File: config.mk
export PLATFORM = sky130hd
export DESIGN_NAME = vn3_mul64
export DESIGN_NICKNAME = d
export VERILOG_FILES = /design/src/design/vn3_pkg.sv /design/src/design/vn3_mul64.sv
export SDC_FILE = /design/constraint.sdc
export NUM_CORES = 1
export LEC_CHECK = 0
export BUFFER_PORTS_ARGS = -buffer_cell sky130_fd_sc_hd__buf_2
export CORE_MARGIN = 4
export CORE_UTILIZATION = 30
export CTS_CLUSTER_DIAMETER = 30
export CTS_CLUSTER_SIZE = 10
export DETAILED_ROUTE_END_ITERATION = 16
export PLACE_DENSITY = 0.53
export SYNTH_ARGS = -nofsm -noshare
export SYNTH_HDL_FRONTEND = slang
export SYNTH_SLANG_ARGS = --single-unit
File: constraint.sdc
create_clock -name i_clk -period 0.8 [get_ports i_clk]
set_input_delay 0.08 -clock i_clk [delete_from_list [all_inputs] [get_ports i_clk]]
set_output_delay 0.08 -clock i_clk [all_outputs]
set_load 0.02 [all_outputs]
File: src/design/vn3_pkg.sv
// shared constants for the 3d value noise core
// hash multipliers, shift amounts and pipeline latencies; no dependencies
package vn3_pkg;

    localparam int HASH_W = 64;
    localparam int HALF_W = HASH_W / 2;

    localparam int FRAC_BITS_DEF     = 16;
    localparam int CELL_INT_BITS_DEF = 32;

    // finalizer multipliers and shifts
    localparam logic [HASH_W-1:0] MUL_A = 64'hbf58476d1ce4e5b9;
    localparam logic [HASH_W-1:0] MUL_B = 64'h94d049bb133111eb;
    localparam int SHR_A = 30;
    localparam int SHR_B = 27;
    localparam int SHR_C = 31;

    // per-axis lattice multipliers, x then y then z
    localparam int N_AXIS = 3;
    localparam logic [HASH_W-1:0] AXIS_MUL [N_AXIS] = '{
        64'h9e3779b185ebca87,
        64'hc2b2ae3d27d4eb4f,
        64'h165667b19e3779f9
    };

    // stage counts of the building blocks
    localparam int MUL_LAT  = 2;
    localparam int SCR_LAT  = 2 * MUL_LAT;
    localparam int FADE_LAT = 3;

endpackage

File: src/design/vn3_mul64.sv
// 64-bit by constant multiply, low 64 bits kept, two stages
// 32-bit partial products then their sum; uses vn3_pkg
module vn3_mul64 #(
    parameter logic [63:0] K = 64'd1
) (
    input  logic                        i_clk,
    input  logic                        i_en,
    input  logic [vn3_pkg::HASH_W-1:0]  i_a,
    output logic [vn3_pkg::HASH_W-1:0]  o_p
);
    import vn3_pkg::*;

    localparam logic [HALF_W-1:0] K_LO = K[HALF_W-1:0];
    localparam logic [HALF_W-1:0] K_HI = K[HASH_W-1:HALF_W];

    logic [HASH_W-1:0] w_ll;
    logic [HALF_W-1:0] w_lh;
    logic [HALF_W-1:0] w_hl;
    logic [HASH_W-1:0] r_ll;
    logic [HALF_W-1:0] r_lh;
    logic [HALF_W-1:0] r_hl;
    logic [HALF_W-1:0] w_cross;
    logic [HASH_W-1:0] r_p;

    assign w_ll    = HASH_W'(i_a[HALF_W-1:0]) * HASH_W'(K_LO);
    assign w_lh    = i_a[HALF_W-1:0] * K_HI;
    assign w_hl    = i_a[HASH_W-1:HALF_W] * K_LO;
    assign w_cross = r_lh + r_hl;

    always_ff @(posedge i_clk) begin
        if (i_en) begin
            r_ll <= w_ll;
            r_lh <= w_lh;
            r_hl <= w_hl;
            r_p  <= r_ll + {w_cross, {HALF_W{1'b0}}};
        end
    end

    assign o_p = r_p;

endmodule

Word-level counts from Yosys, hierarchy flattened
Index checks and enable logic that the tools add are counted.
{"block": "op_classes", "add_sub_neg": 1}
{"operator": "$add A32 B64 Y64", "count": 1}
{"block": "totals", "ff_bits": 128, "word_cells": 4, "in_bits": 66}

Longest topological paths before layout
{"block": "logic_depth", "ltp_word": 1, "depth_mapped": 0, "mapped_depth_nobuf": 0}

Worst setup path before layout
No wires, ideal clock.
{"block": "synth_timing", "path_type": "reg2reg", "from": "register r_ll[0]", "to": "register r_p[0] (netlist: o_p[0]), data pin", "slack_ns": 0.211, "arrival_ns": 0.323, "synth_period_minus_slack_ns": 0.589, "setup_ns": 0.266, "path_stages_with_launch": 1, "n_path_buf": 0, "required_ns": 0.534, "cell_sequence": "edfxtp_1"}
{"block": "synth_via", "elab_chain_len": 1}
{"element": "start, declared", "line": "vn3_mul64.sv:19", "source": "logic [HASH_W-1:0] r_ll;"}
{"element": "start signal, assigned", "line": "vn3_mul64.sv:32", "source": "r_ll <= w_ll;"}
{"element": "$add A32 B64 Y64", "line": "vn3_mul64.sv:35", "source": "r_p <= r_ll + {w_cross, {HALF_W{1'b0}}};"}
{"element": "end signal, assigned", "line": "vn3_mul64.sv:35"}
{"element": "end, declared", "line": "vn3_mul64.sv:23", "source": "logic [HASH_W-1:0] r_p;"}
Every way passes these cells.
A chain may end at the register's enable or synchronous reset.

Final worst setup path
{"block": "layout_timing", "from": "register r_p[43] (netlist: o_p[43])", "to": "output o_p[43] in the netlist's numbering"}
{"element": "end, declared", "line": "vn3_mul64.sv:9", "source": "output logic [vn3_pkg::HASH_W-1:0] o_p"}
No word-level cell between the ends.

==> out/metrics.csv <==
metric,value,unit
finalSetupTns,-14.13,ns
place.gp.congestion,0.694,
holdPathEnd,o_p[28],
tritoncts,yes,
route.detailed.drc,0,
synth-seq-cells,128,
die_x,121,microns
fin_nets,412,
area_delta_synth_final,65.0,%
drv_slew,0,
grt_overflow,0,
synth_top_area_share,1.00,
clk_path_buf_depth,2,
finClkSkew,0.00524,ns
hp-start,i_en,
power,16.9,mW
violations,negative setup slack,
multiInputGateArea,0,sq um
max_slew_margin,0.847,
yosys_warnings,0,
cts.clk_slew.worst_paths,0.05,ns
avgSynthCellArea,30.0,sq um
worst_pin_slew,0.229,ns
cts_inserted_buffers,17,
fin_ws,-0.270,ns
cp_max_fo,1,
wl,7.94,mm
synthCells,128,
start_kind,flip-flop,
status,finished with violations,
port_buffers,129,
critPathCaptureType,primary output,
cts_root_buf,clkbuf_16,
max_freq,0.934,GHz
required,0.72,ns
hold_depth,2,
synth_top_area_cell,edfxtp_1,
p_per_area,2660,nW/um^2
yosysSeqAreaShare,1.00,
layout-drive-gt1-share,0.450,
period_share,1.34,
initial_core_util,0.306,
die_h,121,microns
num_io_pins,130,
dieArea,14700,sq um
p_leak,2.46,nW
rows,41,
clock_latency,0.41,ns
crit_start,o_p[43],
setup_violations,64,
htree_levels,4,
worst_path_max_delay_cell,edfxtp_1,
netlist_top_cells_area,edfxtp_1 100%,
drv_cap,0,
reg2reg_from,r_hl[19],
grtUsageMet3,0.0601,
grt_pass1_wl,12.4,mm
min_path_type,in -> reg,
num-fill-cells,1003,
instances_no_fill,530,
hold_viol,0,
num_vias,2058,
drt-vias-per-instance,3.88,
drtIter0Drc,192,
dp_cells,435,
rrSetupSlack,0.16,ns
drt-pass1-iter-count,4,
grt_max_degree,43,
dp_hpwl,4.69,mm
detail_route.wl_per_cell,15.0,microns
final.min_clock_period,1.07,ns
worst-path-buf-inv,1,
top_usage_layer,met2,
worstPathCellList,buf_6,
reg2reg_to,o_p[51],
grtUsageMet2,0.175,
ant_nets,0,
crit_arrival,0.99,ns
critPathTopFamily,flip-flops,
grt_use_met1,0.142,
synth_cell_types,1,
cpPeakStageDelay,0.43,ns
core,12600,sq um
synth_fp_nets,194,
peakVddDrop,0.00153,V
final_cell_mix,"128 x edfxtp_1, 72 x buf_2, 64 x dlygate4sd3_1",
path_class,reg -> out,
num-multi-input-gates,0,
r2r_cells,0,
rsz0062_at_grt,yes,
insertedDiodeCount,0,
grt_pass1_vias,2330,
clock-sinks,128,
track_usage,0.118,
syn_area,3840,sq um
antenna_found_initial,0,
final_common_cell,edfxtp_1,
[per-layer routing]
layer	up-vias	wire, microns
li1	965	-
met1	977	3220
met3	15	711
met4	0	164
met2	101	3850
met5	-	0
[flip-flops by register name, indices dropped and copies added (netlist names)]
| name | count |
|---|---|
| o_p | 64 |
| r_hl | 32 |
| r_ll | 32 |
[where the power goes]
| group | switching, mW | internal (mW) |
|---|---|---|
| Sequential | 0.176 | 7.97 |
| Combinational | 0.582 | 0.697 |
| Clock | 2.65 | 4.82 |
| Total | 3.41 | 13.5 |
[cell families (layout without fill, tap and decap cells)]
kind of cell,Yosys count,after routing,synth area share
buf+inv,0,230,0
flops,128,128,1.00
[worst max-delay path by stage]
stage | to | slack [ns] | cells after the start
after floorplan | o_p[0] | 0.21 | 0
after global placement | o_p[13] | -0.02 | 2
after detailed placement | o_p[13] | -0.02 | 2
after CTS | o_p[63] | -0.29 | 1
after global routing | o_p[43] | -0.33 | 1
final | o_p[43] | -0.27 | 1
[per-stage QoR]
| step | area [sq um] | worst slack [ns] | util | hold slack, ns |
|---|---|---|---|---|
| floorplan | 3840 | 0.211 | - | 0.179 |
| global placement | 4780 | -0.0200 | 0.380 | 0.256 |
| detailed placement | 4780 | -0.0229 | 0.380 | 0.258 |
| CTS | 6140 | -0.288 | 0.489 | 0.129 |
| global route | 6340 | -0.328 | 0.505 | 0.143 |
| finish | 6340 | -0.270 | 0.505 | 0.154 |
[Yosys cell counts]
library cell  count
edfxtp_1        128
[area by class of cell]
type | count | area [sq um] | area share
clock inverter | 13 | 145 | 0.0229
timing repair buffer | 199 | 1710 | 0.269
clock buffer | 18 | 429 | 0.0677
tap | 172 | 215 | 0.0339
sequential | 128 | 3840 | 0.606
[timing repair]
item,CTS,global route
endpoints found under the setup margin,64,64
buffers inserted,0,0
resized for setup,48,65
hold buffers,64,0
hold endpoints to repair,64,0
pin swaps,0,0
Note: power is estimated with default switching activity, not from simulation.
