**config.mk**
```make
export PLATFORM = sky130hd
export DESIGN_NAME = vn3_fade
export DESIGN_NICKNAME = d
export VERILOG_FILES = /design/src/design/vn3_pkg.sv /design/src/design/vn3_fade.sv
export SDC_FILE = /design/constraint.sdc
export NUM_CORES = 2
export LEC_CHECK = 0
export BUFFER_PORTS_ARGS = -buffer_cell sky130_fd_sc_hd__buf_4
export CORE_MARGIN = 2
export CORE_UTILIZATION = 48
export DETAILED_ROUTE_END_ITERATION = 10
export PLACE_DENSITY = 0.59
export SYNTH_ARGS = -nofsm -noshare
export SYNTH_HDL_FRONTEND = slang
export SYNTH_SLANG_ARGS = --single-unit
```
**constraint.sdc**
```tcl
create_clock -name i_clk -period 8 [get_ports i_clk]
set_clock_uncertainty 0.05 [all_clocks]
set_input_delay 0.8 -clock i_clk [delete_from_list [all_inputs] [get_ports i_clk]]
set_output_delay 0.8 -clock i_clk [all_outputs]
set_load 0.005 [all_outputs]
```
**src/design/vn3_pkg.sv**
```systemverilog
// shared constants for the 3d value noise core
// hash multipliers, shift amounts and pipeline latencies; no dependencies
package vn3_pkg;

    localparam int HASH_W = 64;
    localparam int HALF_W = HASH_W / 2;

    localparam int FRAC_BITS_DEF     = 16;
    localparam int CELL_INT_BITS_DEF = 32;

    // finalizer multipliers and shifts
    localparam logic [HASH_W-1:0] MUL_A = 64'hbf58476d1ce4e5b9;
    localparam logic [HASH_W-1:0] MUL_B = 64'h94d049bb133111eb;
    localparam int SHR_A = 30;
    localparam int SHR_B = 27;
    localparam int SHR_C = 31;

    // per-axis lattice multipliers, x then y then z
    localparam int N_AXIS = 3;
    localparam logic [HASH_W-1:0] AXIS_MUL [N_AXIS] = '{
        64'h9e3779b185ebca87,
        64'hc2b2ae3d27d4eb4f,
        64'h165667b19e3779f9
    };

    // stage counts of the building blocks
    localparam int MUL_LAT  = 2;
    localparam int SCR_LAT  = 2 * MUL_LAT;
    localparam int FADE_LAT = 3;

endpackage

```
**src/design/vn3_fade.sv**
```systemverilog
// quintic fade 6t^5-15t^4+10t^3 in q0.frac, three stages
// truncating shifts after each product; uses vn3_pkg
module vn3_fade #(
    parameter int FRAC_BITS = vn3_pkg::FRAC_BITS_DEF
) (
    input  logic                 i_clk,
    input  logic                 i_en,
    input  logic [FRAC_BITS-1:0] i_t,
    output logic [FRAC_BITS-1:0] o_w
);
    import vn3_pkg::*;

    localparam int SQ_W = 2 * FRAC_BITS;
    localparam int P_W  = FRAC_BITS + 4;
    localparam int PC_W = P_W + 1;
    localparam int FW_W = SQ_W + 4;

    logic [SQ_W-1:0]      w_sq;
    logic [SQ_W-1:0]      w_cu;
    logic [PC_W-1:0]      w_p;
    logic [FW_W-1:0]      w_fw;
    logic [FRAC_BITS-1:0] r_t1;
    logic [FRAC_BITS-1:0] r_t2;
    logic [FRAC_BITS-1:0] r_t3;
    logic [P_W-1:0]       r_p;
    logic [FRAC_BITS-1:0] r_w;

    assign w_sq = SQ_W'(i_t) * SQ_W'(i_t);
    assign w_cu = SQ_W'(r_t2) * SQ_W'(r_t1);
    // 6*t2 + 10 - 15*t, always positive and below 2^(frac+4)
    assign w_p  = PC_W'(r_t2) * PC_W'(6) + (PC_W'(10) << FRAC_BITS)
                - PC_W'(r_t1) * PC_W'(15);
    assign w_fw = FW_W'(r_t3) * FW_W'(r_p);

    always_ff @(posedge i_clk) begin
        if (i_en) begin
            r_t1 <= i_t;
            r_t2 <= w_sq[SQ_W-1:FRAC_BITS];
            r_t3 <= w_cu[SQ_W-1:FRAC_BITS];
            r_p  <= w_p[P_W-1:0];
            r_w  <= w_fw[SQ_W-1:FRAC_BITS];
        end
    end

    assign o_w = r_w;

endmodule

```
Word-level counts from Yosys, hierarchy flattened --
Cells that the tools add are included.
Storage, ports and cells: output and inout port bits 16, register bits 84
Operators by class: $add $sub $neg 2, multipliers 5
Operator list (number):
- 16-bit by 16-bit multiplier with 32-bit output | 2
- 16-bit by 20-bit multiplier with 32-bit output | 1
- 19-bit by 20-bit adder with 20-bit output (second input constant) | 1
- 16-bit by 4-bit multiplier with 20-bit output (second input constant) | 1
- 20-bit subtractor | 1
- 16-bit by 2-bit multiplier with 18-bit output (second input constant) | 1

Longest topological paths before layout --
depth after elaboration 3, mapped depth 25, gate-level depth less buffers 24

Worst setup path before layout --
Ideal clock, no wire load.
path type input port to flip-flop, start in i_t[1], end reg r_t2[15], data pin, setup time 0.260 ns, path slack 1.665 ns, data arrival time 6.025 ns, stages on the path 22, data required time 7.690 ns, cell sequence buf_4 > clkbuf_1 > nand2_1 > fa_1 > fa_1 > inv_1 > fa_1 > fa_1 > fa_1 > inv_1 > fa_1 > inv_1 > ha_1 > nand2_1 > a21oi_1 > nor4b_2 > a211oi_2 > nor2_1 > o31ai_4 > a21oi_1 > o221ai_2 > xnor2_1
Between the ends: word-level cells in the longest chain between the ends 1
Ends and longest elaborated chain:
- start, declared | line vn3_fade.sv:8 | input logic [FRAC_BITS-1:0] i_t,
- 16-bit by 16-bit multiplier with 32-bit output | line vn3_fade.sv:28 | assign w_sq = SQ_W'(i_t) * SQ_W'(i_t);
- net w_sq[31] | line vn3_fade.sv:18 | logic [SQ_W-1:0] w_sq;
- end signal, assigned | line vn3_fade.sv:38 | r_t2 <= w_sq[SQ_W-1:FRAC_BITS];
- end, declared | line vn3_fade.sv:23 | logic [FRAC_BITS-1:0] r_t2;
The timed path passes the listed nets, and every way through them passes these cells. A chain may end at the register's enable or synchronous reset.

Final worst setup path --
start reg r_t1[7], end reg r_t3[14], data pin
Between the ends: word-level cells in the longest chain between the ends 1
Ends and longest elaborated chain:
- start, declared | line vn3_fade.sv:22 | logic [FRAC_BITS-1:0] r_t1;
- start signal, assigned | line vn3_fade.sv:37 | r_t1 <= i_t;
- 16-bit by 16-bit multiplier with 32-bit output | line vn3_fade.sv:29 | assign w_cu = SQ_W'(r_t2) * SQ_W'(r_t1);
- net w_cu[30] | line vn3_fade.sv:19 | logic [SQ_W-1:0] w_cu;
- end signal, assigned | line vn3_fade.sv:39 | r_t3 <= w_cu[SQ_W-1:FRAC_BITS];
- end, declared | line vn3_fade.sv:24 | logic [FRAC_BITS-1:0] r_t3;
The timed path passes the listed nets, and every way through them passes these cells.

==> flow_metrics.tcl <==
set metrics [dict create \
    synth-edff-count 84 \
    design.die.area_um2 63200 \
    global_route_usage_over_all_layers_pct 22.2 \
    path_max_fanout 20 \
    clk_path_buf_depth 2 \
    yosysSeqAreaShare_pct 8.58 \
    critPathArrivalTime_ps 6870 \
    max_stage_delay_ps 900 \
    synth.net_count 4098 \
    mean_instance_size_in_the_synthesized_netlist_um2 9.51 \
    criticalPathCategory "reg2reg" \
    ys_top_cells_by_area "sky130_fd_sc_hd__fa_1 44%, sky130_fd_sc_hd__ha_1 15%, sky130_fd_sc_hd__inv_1 10%" \
    slew_viol_final 0 \
    crit_chain "nand2_1 -> fa_1 -> inv_1 -> fa_1 -> inv_1 -> fa_1 -> inv_1 -> fa_1 -> fa_1 -> inv_1 -> fa_1 -> inv_1 -> ha_1 -> a21oi_1 -> o2111ai_1 -> a21o_1 -> o2111a_1 -> o211ai_1 -> a21oi_1 -> nor3_2 -> o21ba_1 -> xnor2_1" \
    htree_num_levels 3 \
    io_pins 34 \
    max-slew-margin-rel_pct 36.0 \
    cts_tree "yes" \
    synth.largest_area_cell "sky130_fd_sc_hd__fa_1" \
    final.min_clock_period_ps 6790 \
    dpl.hpwl_um 55000 \
    die_y_um 251 \
    timing.critical_path.from_type "register" \
    rsz0062_at_grt "no" \
    first_pass_iters 5 \
    async_flop_share_pct 0 \
    post_cts_resize_count 0 \
    cpLargestDelayFamily "adder cells" \
    area_delta_synth_final_pct 4.20 \
    grt_pass1_vias 22000 \
    critical_path.slowest_cell "sky130_fd_sc_hd__edfxtp_1" \
    worst-path-buf-inv 5 \
    min-delay-path-class "in2reg" \
    timing.critical_path.to_type "register" \
    numClockSinks 84 \
    initialDrtViolationCount 905 \
    maximum_clock_frequency_mhz 147 \
    timing.reg2reg.setup_slack_ps 1210 \
    netlist_area_um2 29400 \
    final_layout_size_suffix_gt1_share_pct 3.08 \
    cts_buffers 9 \
    netlist.area_leader.share_pct 44.0 \
    layout_commonest_cell "sky130_fd_sc_hd__inv_1" \
    root_buffer "sky130_fd_sc_hd__clkbuf_16" \
    drt-vias-per-instance 5.11 \
    clock_latency_ps 390 \
    nets_final 4057 \
    antenna_violations_before_repair 1 \
    grt_pass1_wl_um 111000 \
    crit_top_cell "sky130_fd_sc_hd__fa_1" \
    tns_ps 0 \
    grt_max_degree 73 \
    ys.flop_type "sky130_fd_sc_hd__edfxtp_1" \
    design.core.area_um2 60500 \
    final_min_period_over_clock_period_pct 84.9 \
    report.final.hold_viol_count 0 \
    place.gp.congestion 0.888 \
    yosys_warnings 0 \
    layout_common_cells "807 x sky130_fd_sc_hd__inv_1, 646 x sky130_fd_sc_hd__fa_1, 387 x sky130_fd_sc_hd__nand2_1" \
    outcome "completed" \
    std_cell_rows 90 \
    detail-route-antenna-nets 0 \
    die_x_um 251 \
    worst_ep_required_time_ps 8080 \
    route.detailed.wl_per_inst_um 17.3 \
    post_synth_inst_count 3091 \
    initial_core_util_pct 48.6 \
    final.fill_count 5633 \
    globalRouteOverflowTotal 0 \
    cap_violations 0 \
    numPortBuffers 33 \
    vias 19600 \
    distinct_cell_type_count_after_synthesis 67 \
    worstMarginPinSlew_ps 960 \
    hold_buffers_post_cts 0 \
    routed_wirelength_um 66200 \
    postSynthRegisterBits 84 \
    number_of_diodes 0 \
    timing.final.setup_violations 0 \
    cts_post_setup_buffers_inserted 0 \
    cts.reportedPaths.clkPinSlew_ps 70 \
    drc_errors 0 \
]
path summary, 6_finish.rpt:
check / start / to / depth (start not counted)
max: r_t1[7]$_DFFE_PP_ / r_t3[14]$_DFFE_PP_ / 22
min: i_t[0] / r_t1[0]$_DFFE_PP_ / 1
min reg2reg: r_t1[0]$_DFFE_PP_ / r_p[0]$_DFFE_PP_ / 0
max reg2reg: r_t1[7]$_DFFE_PP_ / r_t3[14]$_DFFE_PP_ / 22
metrics by stage:
step	instances	cell area [um^2]	hold WS, ps	util [%]	setup WS [ps]
CTS	3836	30600	687	50.7	1150
global placement	3821	30300	1020	50.2	1180
floorplan	3091	29400	493	-	1670
finish	3836	30600	701	50.7	1210
global route	3836	30600	700	50.7	797
detailed placement	3821	30300	1020	50.2	1150
cell type report:
class	count	area [um^2]	share of cell area, %
Inverter	807	3030	9.89
Clock inverter	4	51.3	0.167
Tap cell	782	978	3.19
Multi-Input combinational cell	2100	23500	76.6
Timing Repair Buffer	48	360	1.18
Clock buffer	11	233	0.760
Sequential cell	84	2520	8.23
flip-flops by register name, summed over array words and instances (netlist names):
register	count
r_p	20
o_w	16
r_t1	16
r_t2	16
r_t3	16
kinds of logic after synthesis:
logic type	after synthesis	share of synthesized area (%)
adders and majority gates	989	58.6
buffers and inverters	907	11.6
and+or+nand+nor	850	14.1
AOI/OAI and AO/OA	168	4.28
xor gates and xnor gates	91	2.71
DFF	84	8.58
muxes	2	0.0724
synth_stat cells, types with 4 or more instances:
library cell / instances
sky130_fd_sc_hd__a21o_1: 27
sky130_fd_sc_hd__nand3_1: 22
sky130_fd_sc_hd__a21oi_2: 7
sky130_fd_sc_hd__or2_2: 4
sky130_fd_sc_hd__nand4_1: 10
sky130_fd_sc_hd__a21oi_1: 43
sky130_fd_sc_hd__o21ai_1: 6
sky130_fd_sc_hd__inv_1: 807
sky130_fd_sc_hd__o21a_1: 12
sky130_fd_sc_hd__and2_1: 306
sky130_fd_sc_hd__fa_1: 646
sky130_fd_sc_hd__nor2b_1: 11
sky130_fd_sc_hd__edfxtp_1: 84
sky130_fd_sc_hd__a211oi_1: 7
sky130_fd_sc_hd__xnor2_1: 65
sky130_fd_sc_hd__nor3_1: 15
sky130_fd_sc_hd__and3_1: 4
sky130_fd_sc_hd__nand2b_1: 8
sky130_fd_sc_hd__xor2_1: 26
sky130_fd_sc_hd__ha_1: 343
sky130_fd_sc_hd__o21ai_0: 15
sky130_fd_sc_hd__o2111ai_1: 4
sky130_fd_sc_hd__nor2_1: 72
sky130_fd_sc_hd__o21bai_1: 7
sky130_fd_sc_hd__nand2_1: 387
sky130_fd_sc_hd__clkbuf_1: 96
per-layer routing:
| layer | vias to the layer above | track usage [%] | share of wire (%) |
|---|---|---|---|
| met5 | - | 0 | 0 |
| met4 | 0 | 7.36 | 3.0 |
| met3 | 98 | 3.01 | 4.5 |
| met2 | 464 | 39.2 | 50 |
| met1 | 9991 | 28.3 | 42 |
| li1 | 9063 | - | - |
Power is left out: the tool's default activity adds up to more than one toggle a clock period on the data nets, which glitch-free logic cannot reach.
